**src/rtl/bpc_pkg.sv**
```systemverilog
// ----------------------------------------------------------------------------
// Barometric compensation package
// Widths, calibration register indexes, fixed constants and the calibration
// word bundle shared by the compensation core and its submodules.
// ----------------------------------------------------------------------------
`timescale 1ns / 1ps
`default_nettype none

package bpc_pkg;

	localparam int CAL_W  = 16;
	localparam int ADC_W  = 24;
	localparam int TEMP_W = 19;
	localparam int PRES_W = 26;
	localparam int IDX_W  = 3;
	localparam int MUL_W  = 28;
	localparam int PROD_W = 2 * MUL_W;

	typedef enum logic [IDX_W-1:0] {
		REG_C1 = 3'd0,
		REG_C2 = 3'd1,
		REG_C3 = 3'd2,
		REG_C4 = 3'd3,
		REG_C5 = 3'd4,
		REG_C6 = 3'd5
	} reg_idx_t;

	typedef struct packed {
		logic [CAL_W-1:0] c1;
		logic [CAL_W-1:0] c2;
		logic [CAL_W-1:0] c3;
		logic [CAL_W-1:0] c4;
		logic [CAL_W-1:0] c5;
		logic [CAL_W-1:0] c6;
	} cal_t;

	localparam logic [TEMP_W-1:0] TEMP_REF  = 19'd2000;
	localparam logic [TEMP_W-1:0] TEMP_COLD = 19'd1500;

	localparam logic [MUL_W-1:0] K_OFF_A  = 28'd61;
	localparam logic [MUL_W-1:0] K_SENS_A = 28'd29;
	localparam logic [MUL_W-1:0] K_OFF_B  = 28'd17;
	localparam logic [MUL_W-1:0] K_SENS_B = 28'd9;

	localparam logic [PRES_W-1:0] PRES_MIN = {1'b1, {(PRES_W-1){1'b0}}};
	localparam logic [PRES_W-1:0] PRES_MAX = {1'b0, {(PRES_W-1){1'b1}}};

endpackage

`default_nettype wire

```
**src/rtl/bpc_cfg.sv**
```systemverilog
// ----------------------------------------------------------------------------
// Calibration register file
// Holds the six calibration words. Writes to indexes beyond the list are
// dropped.
// ----------------------------------------------------------------------------
`timescale 1ns / 1ps
`default_nettype none

module bpc_cfg (
	input  wire logic                        clk,
	input  wire logic                        arst_n,
	input  wire logic                        cfg_we,
	input  wire logic [bpc_pkg::IDX_W-1:0]   cfg_index,
	input  wire logic [bpc_pkg::CAL_W-1:0]   cfg_data,
	output bpc_pkg::cal_t                    cal
);

	bpc_pkg::cal_t cal_q;

	always_ff @(posedge clk or negedge arst_n) begin
		if (!arst_n) begin
			cal_q <= '0;
		end else if (cfg_we) begin
			case (cfg_index)
				bpc_pkg::REG_C1: begin
					cal_q.c1 <= cfg_data;
				end
				bpc_pkg::REG_C2: begin
					cal_q.c2 <= cfg_data;
				end
				bpc_pkg::REG_C3: begin
					cal_q.c3 <= cfg_data;
				end
				bpc_pkg::REG_C4: begin
					cal_q.c4 <= cfg_data;
				end
				bpc_pkg::REG_C5: begin
					cal_q.c5 <= cfg_data;
				end
				bpc_pkg::REG_C6: begin
					cal_q.c6 <= cfg_data;
				end
				default: begin
					cal_q <= cal_q;
				end
			endcase
		end
	end

	assign cal = cal_q;

endmodule

`default_nettype wire

```
**src/rtl/bpc_mul.sv**
```systemverilog
// ----------------------------------------------------------------------------
// Shared signed multiplier
// Two's complement multiply with a registered product, one result per cycle.
// ----------------------------------------------------------------------------
`timescale 1ns / 1ps
`default_nettype none

module bpc_mul (
	input  wire logic                         clk,
	input  wire logic [bpc_pkg::MUL_W-1:0]    op_a,
	input  wire logic [bpc_pkg::MUL_W-1:0]    op_b,
	output logic      [bpc_pkg::PROD_W-1:0]   prod
);

	logic [bpc_pkg::PROD_W-1:0] prod_q;

	always_ff @(posedge clk) begin
		prod_q <= $signed(op_a) * $signed(op_b);
	end

	assign prod = prod_q;

endmodule

`default_nettype wire

```
**src/rtl/barometric_pressure_compensation_core.sv**
```systemverilog
// ----------------------------------------------------------------------------
// Barometric pressure compensation core
// A temperature request is stored at acceptance and yields no result.
// A pressure request passes through fourteen products on the one shared
// 28 x 28 multiplier, two accumulate steps, then the output register, before
// its result is valid. Input ready is low meanwhile, so no further request
// is taken until the result is registered, and longer while an earlier
// result waits to be taken. Reset clears calibration words, stored reading
// and phase.
// ----------------------------------------------------------------------------
`timescale 1ns / 1ps
`default_nettype none

module barometric_pressure_compensation_core (
	input  wire logic                         clk,
	input  wire logic                         arst_n,
	input  wire logic                         cfg_we,
	input  wire logic [bpc_pkg::IDX_W-1:0]    cfg_index,
	input  wire logic [bpc_pkg::CAL_W-1:0]    cfg_data,
	input  wire logic                         in_valid,
	output logic                              in_ready,
	input  wire logic [bpc_pkg::ADC_W-1:0]    adc_value,
	output logic                              out_valid,
	input  wire logic                         out_ready,
	output logic      [bpc_pkg::TEMP_W-1:0]   temperature_centi,
	output logic      [bpc_pkg::PRES_W-1:0]   pressure_centi
);

	typedef enum logic [4:0] {
		ST_IDLE,
		ST_DT_C6,
		ST_DT_SQ,
		ST_T2,
		ST_SENS1,
		ST_OFF1,
		ST_SENS_KA,
		ST_OFF_KA,
		ST_SENS_A2,
		ST_OFF_A2,
		ST_SENS_KB,
		ST_OFF_KB,
		ST_SENS_B2,
		ST_OFF_B2,
		ST_PLO,
		ST_PHI,
		ST_PSUB,
		ST_OUT
	} state_t;

	state_t state_q;

	bpc_pkg::cal_t cal;

	logic [bpc_pkg::MUL_W-1:0]  mul_a;
	logic [bpc_pkg::MUL_W-1:0]  mul_b;
	logic [bpc_pkg::PROD_W-1:0] prod;

	logic                         expect_q;
	logic [bpc_pkg::ADC_W-1:0]    traw_q;
	logic [bpc_pkg::ADC_W-1:0]    d1_q;
	logic [24:0]                  dt_q;
	logic [bpc_pkg::TEMP_W-1:0]   temp_q;
	logic [17:0]                  t2_q;
	logic [19:0]                  a_q;
	logic [19:0]                  b_q;
	logic [26:0]                  m_q;
	logic [26:0]                  m2_q;
	logic [39:0]                  sens_q;
	logic [43:0]                  off_q;
	logic [63:0]                  acc_q;
	logic [44:0]                  p_q;
	logic                         out_valid_q;
	logic [bpc_pkg::TEMP_W-1:0]   temperature_q;
	logic [bpc_pkg::PRES_W-1:0]   pressure_q;

	logic [24:0] dt_w;
	logic [19:0] a_w;
	logic [50:0] sq3_w;
	logic [51:0] sq5_w;
	logic [29:0] pf_w;
	logic [bpc_pkg::PRES_W-1:0] pres_w;

	bpc_cfg u_cfg (
		.clk       (clk),
		.arst_n    (arst_n),
		.cfg_we    (cfg_we),
		.cfg_index (cfg_index),
		.cfg_data  (cfg_data),
		.cal       (cal)
	);

	bpc_mul u_mul (
		.clk  (clk),
		.op_a (mul_a),
		.op_b (mul_b),
		.prod (prod)
	);

	always_comb begin
		dt_w  = {1'b0, traw_q} - {1'b0, cal.c5, 8'b0};
		a_w   = {temp_q[18], temp_q} - {1'b0, bpc_pkg::TEMP_REF};
		sq3_w = {2'b0, prod[48:0]} + {1'b0, prod[48:0], 1'b0};
		sq5_w = {3'b0, prod[48:0]} + {1'b0, prod[48:0], 2'b0};
		pf_w  = p_q[44:15];
		if (pf_w[29:25] == {5{pf_w[29]}}) begin
			pres_w = pf_w[25:0];
		end else if (pf_w[29]) begin
			pres_w = bpc_pkg::PRES_MIN;
		end else begin
			pres_w = bpc_pkg::PRES_MAX;
		end
	end

	always_comb begin
		mul_a = '0;
		mul_b = '0;
		case (state_q)
			ST_DT_C6: begin
				mul_a = {{3{dt_q[24]}}, dt_q};
				mul_b = {12'b0, cal.c6};
			end
			ST_DT_SQ: begin
				mul_a = {{3{dt_q[24]}}, dt_q};
				mul_b = {{3{dt_q[24]}}, dt_q};
			end
			ST_T2: begin
				mul_a = {{3{dt_q[24]}}, dt_q};
				mul_b = {12'b0, cal.c3};
			end
			ST_SENS1: begin
				mul_a = {{3{dt_q[24]}}, dt_q};
				mul_b = {12'b0, cal.c4};
			end
			ST_OFF1: begin
				mul_a = {{8{a_q[19]}}, a_q};
				mul_b = bpc_pkg::K_SENS_A;
			end
			ST_SENS_KA: begin
				mul_a = {{8{a_q[19]}}, a_q};
				mul_b = bpc_pkg::K_OFF_A;
			end
			ST_OFF_KA: begin
				mul_a = {m_q[26], m_q};
				mul_b = {{8{a_q[19]}}, a_q};
			end
			ST_SENS_A2: begin
				mul_a = {m2_q[26], m2_q};
				mul_b = {{8{a_q[19]}}, a_q};
			end
			ST_OFF_A2: begin
				mul_a = {{8{b_q[19]}}, b_q};
				mul_b = bpc_pkg::K_SENS_B;
			end
			ST_SENS_KB: begin
				mul_a = {{8{b_q[19]}}, b_q};
				mul_b = bpc_pkg::K_OFF_B;
			end
			ST_OFF_KB: begin
				mul_a = {m_q[26], m_q};
				mul_b = {{8{b_q[19]}}, b_q};
			end
			ST_SENS_B2: begin
				mul_a = {m2_q[26], m2_q};
				mul_b = {{8{b_q[19]}}, b_q};
			end
			ST_OFF_B2: begin
				mul_a = {4'b0, d1_q};
				mul_b = {8'b0, sens_q[19:0]};
			end
			ST_PLO: begin
				mul_a = {4'b0, d1_q};
				mul_b = {{8{sens_q[39]}}, sens_q[39:20]};
			end
			default: begin
				mul_a = '0;
				mul_b = '0;
			end
		endcase
	end

	always_ff @(posedge clk or negedge arst_n) begin
		if (!arst_n) begin
			state_q       <= ST_IDLE;
			expect_q      <= 1'b0;
			traw_q        <= '0;
			d1_q          <= '0;
			dt_q          <= '0;
			temp_q        <= '0;
			t2_q          <= '0;
			a_q           <= '0;
			b_q           <= '0;
			m_q           <= '0;
			m2_q          <= '0;
			sens_q        <= '0;
			off_q         <= '0;
			acc_q         <= '0;
			p_q           <= '0;
			out_valid_q   <= 1'b0;
			temperature_q <= '0;
			pressure_q    <= '0;
		end else begin
			if (out_valid_q && out_ready && (state_q != ST_OUT)) begin
				out_valid_q <= 1'b0;
			end
			case (state_q)
				ST_IDLE: begin
					if (in_valid) begin
						if (!expect_q) begin
							traw_q   <= adc_value;
							expect_q <= 1'b1;
						end else begin
							expect_q <= 1'b0;
							d1_q     <= adc_value;
							dt_q     <= dt_w;
							state_q  <= ST_DT_C6;
						end
					end
				end
				ST_DT_C6: begin
					state_q <= ST_DT_SQ;
				end
				ST_DT_SQ: begin
					temp_q  <= prod[41:23] + bpc_pkg::TEMP_REF;
					state_q <= ST_T2;
				end
				ST_T2: begin
					t2_q    <= a_w[19] ? sq3_w[50:33] : {4'b0, sq5_w[51:38]};
					a_q     <= a_w;
					b_q     <= {temp_q[18], temp_q} + {1'b0, bpc_pkg::TEMP_COLD};
					state_q <= ST_SENS1;
				end
				ST_SENS1: begin
					sens_q  <= {9'b0, cal.c1, 15'b0} + {{6{prod[41]}}, prod[41:8]};
					state_q <= ST_OFF1;
				end
				ST_OFF1: begin
					off_q   <= {12'b0, cal.c2, 16'b0} + {{9{prod[41]}}, prod[41:7]};
					state_q <= ST_SENS_KA;
				end
				ST_SENS_KA: begin
					m_q     <= prod[26:0];
					state_q <= ST_OFF_KA;
				end
				ST_OFF_KA: begin
					m2_q    <= prod[26:0];
					state_q <= ST_SENS_A2;
				end
				ST_SENS_A2: begin
					sens_q  <= sens_q - ({40{a_q[19]}} & {4'b0, prod[39:4]});
					state_q <= ST_OFF_A2;
				end
				ST_OFF_A2: begin
					off_q   <= off_q - ({44{a_q[19]}} & {4'b0, prod[43:4]});
					state_q <= ST_SENS_KB;
				end
				ST_SENS_KB: begin
					m_q     <= prod[26:0];
					state_q <= ST_OFF_KB;
				end
				ST_OFF_KB: begin
					m2_q    <= prod[26:0];
					state_q <= ST_SENS_B2;
				end
				ST_SENS_B2: begin
					sens_q  <= sens_q - ({40{b_q[19]}} & prod[39:0]);
					state_q <= ST_OFF_B2;
				end
				ST_OFF_B2: begin
					off_q   <= off_q - ({44{b_q[19]}} & prod[43:0]);
					state_q <= ST_PLO;
				end
				ST_PLO: begin
					acc_q   <= {{8{prod[55]}}, prod};
					state_q <= ST_PHI;
				end
				ST_PHI: begin
					acc_q   <= acc_q + {prod[43:0], 20'b0};
					state_q <= ST_PSUB;
				end
				ST_PSUB: begin
					p_q     <= {{2{acc_q[63]}}, acc_q[63:21]} - {off_q[43], off_q};
					state_q <= ST_OUT;
				end
				ST_OUT: begin
					if (!out_valid_q || out_ready) begin
						out_valid_q   <= 1'b1;
						temperature_q <= temp_q - {1'b0, t2_q};
						pressure_q    <= pres_w;
						state_q       <= ST_IDLE;
					end
				end
				default: begin
					state_q <= ST_IDLE;
				end
			endcase
		end
	end

	assign in_ready          = (state_q == ST_IDLE);
	assign out_valid         = out_valid_q;
	assign temperature_centi = temperature_q;
	assign pressure_centi    = pressure_q;

endmodule

`default_nettype wire

```
**config.mk**
```make
export PLATFORM = sky130hd
export DESIGN_NAME = barometric_pressure_compensation_core
export DESIGN_NICKNAME = d
export VERILOG_FILES = /design/src/rtl/bpc_pkg.sv /design/src/rtl/bpc_cfg.sv /design/src/rtl/bpc_mul.sv /design/src/rtl/barometric_pressure_compensation_core.sv
export SDC_FILE = /design/constraint.sdc
export NUM_CORES = 2
export LEC_CHECK = 0
export BUFFER_PORTS_ARGS = -buffer_cell sky130_fd_sc_hd__buf_2
export CORE_UTILIZATION = 58
export CTS_BUF_LIST = sky130_fd_sc_hd__clkbuf_4 sky130_fd_sc_hd__clkbuf_8
export DETAILED_ROUTE_END_ITERATION = 10
export GPL_ROUTABILITY_DRIVEN = 0
export HOLD_SLACK_MARGIN = 0.02
export MAX_ROUTING_LAYER = met4
export PLACE_DENSITY = 0.74
export SLEW_MARGIN = 25
export SYNTH_ARGS = -nofsm -noshare
export SYNTH_HDL_FRONTEND = slang
export SYNTH_SLANG_ARGS = --single-unit
```
**constraint.sdc**
```tcl
create_clock -name clk -period 17.7 [get_ports clk]
set_input_delay 1.77 -clock clk [delete_from_list [all_inputs] [get_ports clk]]
set_output_delay 1.77 -clock clk [all_outputs]
set_load 0.05 [all_outputs]
```
==> flow_metrics.tcl <==
set metrics [dict create \
    fp.coreArea_um2 112000 \
    routedWlPerCell_um 24.3 \
    dp_hpwl_mm 164 \
    slew_viol_final 0 \
    cts_resized 0 \
    die_area_um2 114000 \
    hold_buffers 0 \
    die_w_um 338 \
    post_synth.cell_area_avg_um2 8.92 \
    critical_path.startpoint_type "flop" \
    grt_setup_unrepaired "no" \
    synthCells 7358 \
    ys_types 102 \
    period_share_pct 62.6 \
    maxCapViolCount 0 \
    cts.sinks 564 \
    grt_pass1_wl_mm 332 \
    synth_enable_flop_cells 0 \
    setup_slack_ns 6.61 \
    hold_viol 0 \
    status "finished clean" \
    dr.pass1.iters 8 \
    antenna_left 0 \
    timing.setup.tns_ns 0 \
    grt-ovfl-total 0 \
    crit_type "reg -> reg" \
    htreeDepth 3 \
    clockRootBuffer "clkbuf_8" \
    period_minus_slack_ns 11.09 \
    worstMarginPinSlew_ns 1.10 \
    synthFlopType "dfrtp_1" \
    layout_commonest_cell "inv_1" \
    ys_async_sr_fraction_pct 90.1 \
    area_growth_pct 7.08 \
    antenna_found_initial 13 \
    dr.first_iter.drc_count 6988 \
    end_kind "flop" \
    grt_max_degree 134 \
    cp_max_fo 27 \
    ys_ff_latch 564 \
    crit_required_ns 18.39 \
    port_buffers 94 \
    critPathMaxStageDelay_ns 1.01 \
    hold_path.class "reg -> reg" \
    n_fill_cell 9464 \
    path_common_cell "fa_1" \
    nNetsFinal 8742 \
    cts.clk_slew.worst_paths_ns 0.07 \
    vias 56600 \
    clkLatencyLatePin_ns 0.79 \
    synth_warnings 0 \
    die-height_um 338 \
    finalSetupViolCount 0 \
    fin_skew_ns 0.0596 \
    drive_gt1_share_pct 9.58 \
    initial_core_util_pct 58.4 \
    dp_worst_setup_slack_ns 6.90 \
    clockBufferDepth 3 \
    ys_seq_area_share_pct 21.1 \
    cts_buffers 93 \
    vias_per_cell 6.31 \
    post-route-drc-count 0 \
    grt.total_usage_pct 39.2 \
    cp_data_arrival_time_ns 11.77 \
    cts_tree "yes" \
    syn_area_um2 65600 \
    core.rowCount 123 \
    relSlewSlack_pct 26.2 \
    syn_nets 8735 \
    drt_wl_total_mm 218 \
    ios 95 \
    final_cell_mix "inv_1, nand2_1, fa_1" \
    slowest_stage "dfrtp_1" \
    fmax_mhz 90.2 \
    post_cts_buffers 0 \
    grt_pass1_vias 55800 \
]
worst max-delay path: cells and delay by family, from the launching register on:
| kind | cells | cell delay (ns) |
|---|---|---|
| fa+ha+maj | 9 | 4.39 |
| compound gates | 10 | 3.03 |
| simple gates | 6 | 1.66 |
| flops | 1 | 1.01 |
| buf+inv | 5 | 0.77 |
| xor+xnor | 1 | 0.14 |
path summary, 6_finish.rpt:
path                            slack [ns]  cells after the start                  from              endpoint
worst max-delay path                  6.61                     31            state_q[4]        u_mul.prod[54]
worst min-delay path                  0.47                      2  temperature_centi[4]  temperature_centi[4]
worst max register to register        6.61                     31            state_q[4]        u_mul.prod[54]
worst min register to register        0.47                      2  temperature_centi[4]  temperature_centi[4]
max in group asynchronous            13.76                      4                arst_n         u_cfg.cal[26]
min in group asynchronous             1.03                      1                arst_n     pressure_centi[6]
sequential cells by signal (all words and copies together), names as in the netlist, 26 cells and up:
signal and cells:
p_q 30, acc_q 44, m_q 27, off_q 44
u_cfg.cal 96, u_mul.prod 56, pressure_centi 26, sens_q 40
m2_q 27
metal layers:
layer | vias up | share of wire [%] | track usage, %
met3 | 800 | 14 | 11.8
met4 | 0 | 6.4 | 20.7
met2 | 3567 | 42 | 54.8
met5 | - | 0 | -
li1 | 24600 | - | -
met1 | 27600 | 38 | 51.1
cell type report:
type / count / area, µm² / share of cell area (%)
flip-flops and latches: 564 / 13800 / 19.7
clock inverters: 27 / 338 / 0.481
repair buffers: 248 / 1650 / 2.35
multi-input cells: 5483 / 47000 / 66.9
well taps: 1500 / 1880 / 2.67
diodes: 15 / 37.5 / 0.0534
inverters: 975 / 3660 / 5.21
clock buffers: 147 / 1880 / 2.68
synth_stat cells, drive strengths merged, types with 24 or more instances:
library cell  number  share of area, %
o21bai            40              0.46
nand4             65              0.62
dfxtp             56               1.7
o21ai            371               2.8
a31oi            123               1.2
nor3              87              0.67
xor2             134               1.8
a222oi            30              0.46
a211oi            58              0.71
and2              25              0.24
dfrtp            508                19
nor2             696               4.0
and3              42              0.40
nand2b            44              0.42
nand2            865               5.0
inv              975               5.6
and4              29              0.39
nand3             98              0.75
o31ai             28              0.34
a21oi            389               3.0
o21a              37              0.42
fa               802                24
a22oi             52              0.60
mux2             190               3.3
o211ai            27              0.32
nor3b             32              0.37
o22ai             24              0.24
clkbuf           285               1.7
ha               527                10
a21o             173               2.0
xnor2            175               2.3
buf               51              0.38
nor2b             61              0.58
cell families after synthesis:
family | share of synthesized area [%]
simple gates | 14.2
buf+inv | 7.64
fa+ha+maj | 34.5
xor+xnor | 4.13
mux | 3.32
compound gates | 15.1
flops | 21.1
metrics by stage:
stage / utilization, % / hold slack [ns] / area, µm² / instances
after floorplan: - / 0.448 / 65600 / 7358
after global placement: 60.5 / 0.460 / 68000 / 8770
after detailed placement: 60.5 / 0.467 / 68000 / 8770
after CTS: 62.5 / 0.481 / 70200 / 8944
after global routing: 62.5 / 0.496 / 70200 / 8958
final: 62.5 / 0.474 / 70300 / 8959
Power is not shown: default switching activity piles up to over one toggle a cycle in this logic, so the estimate is an artifact.
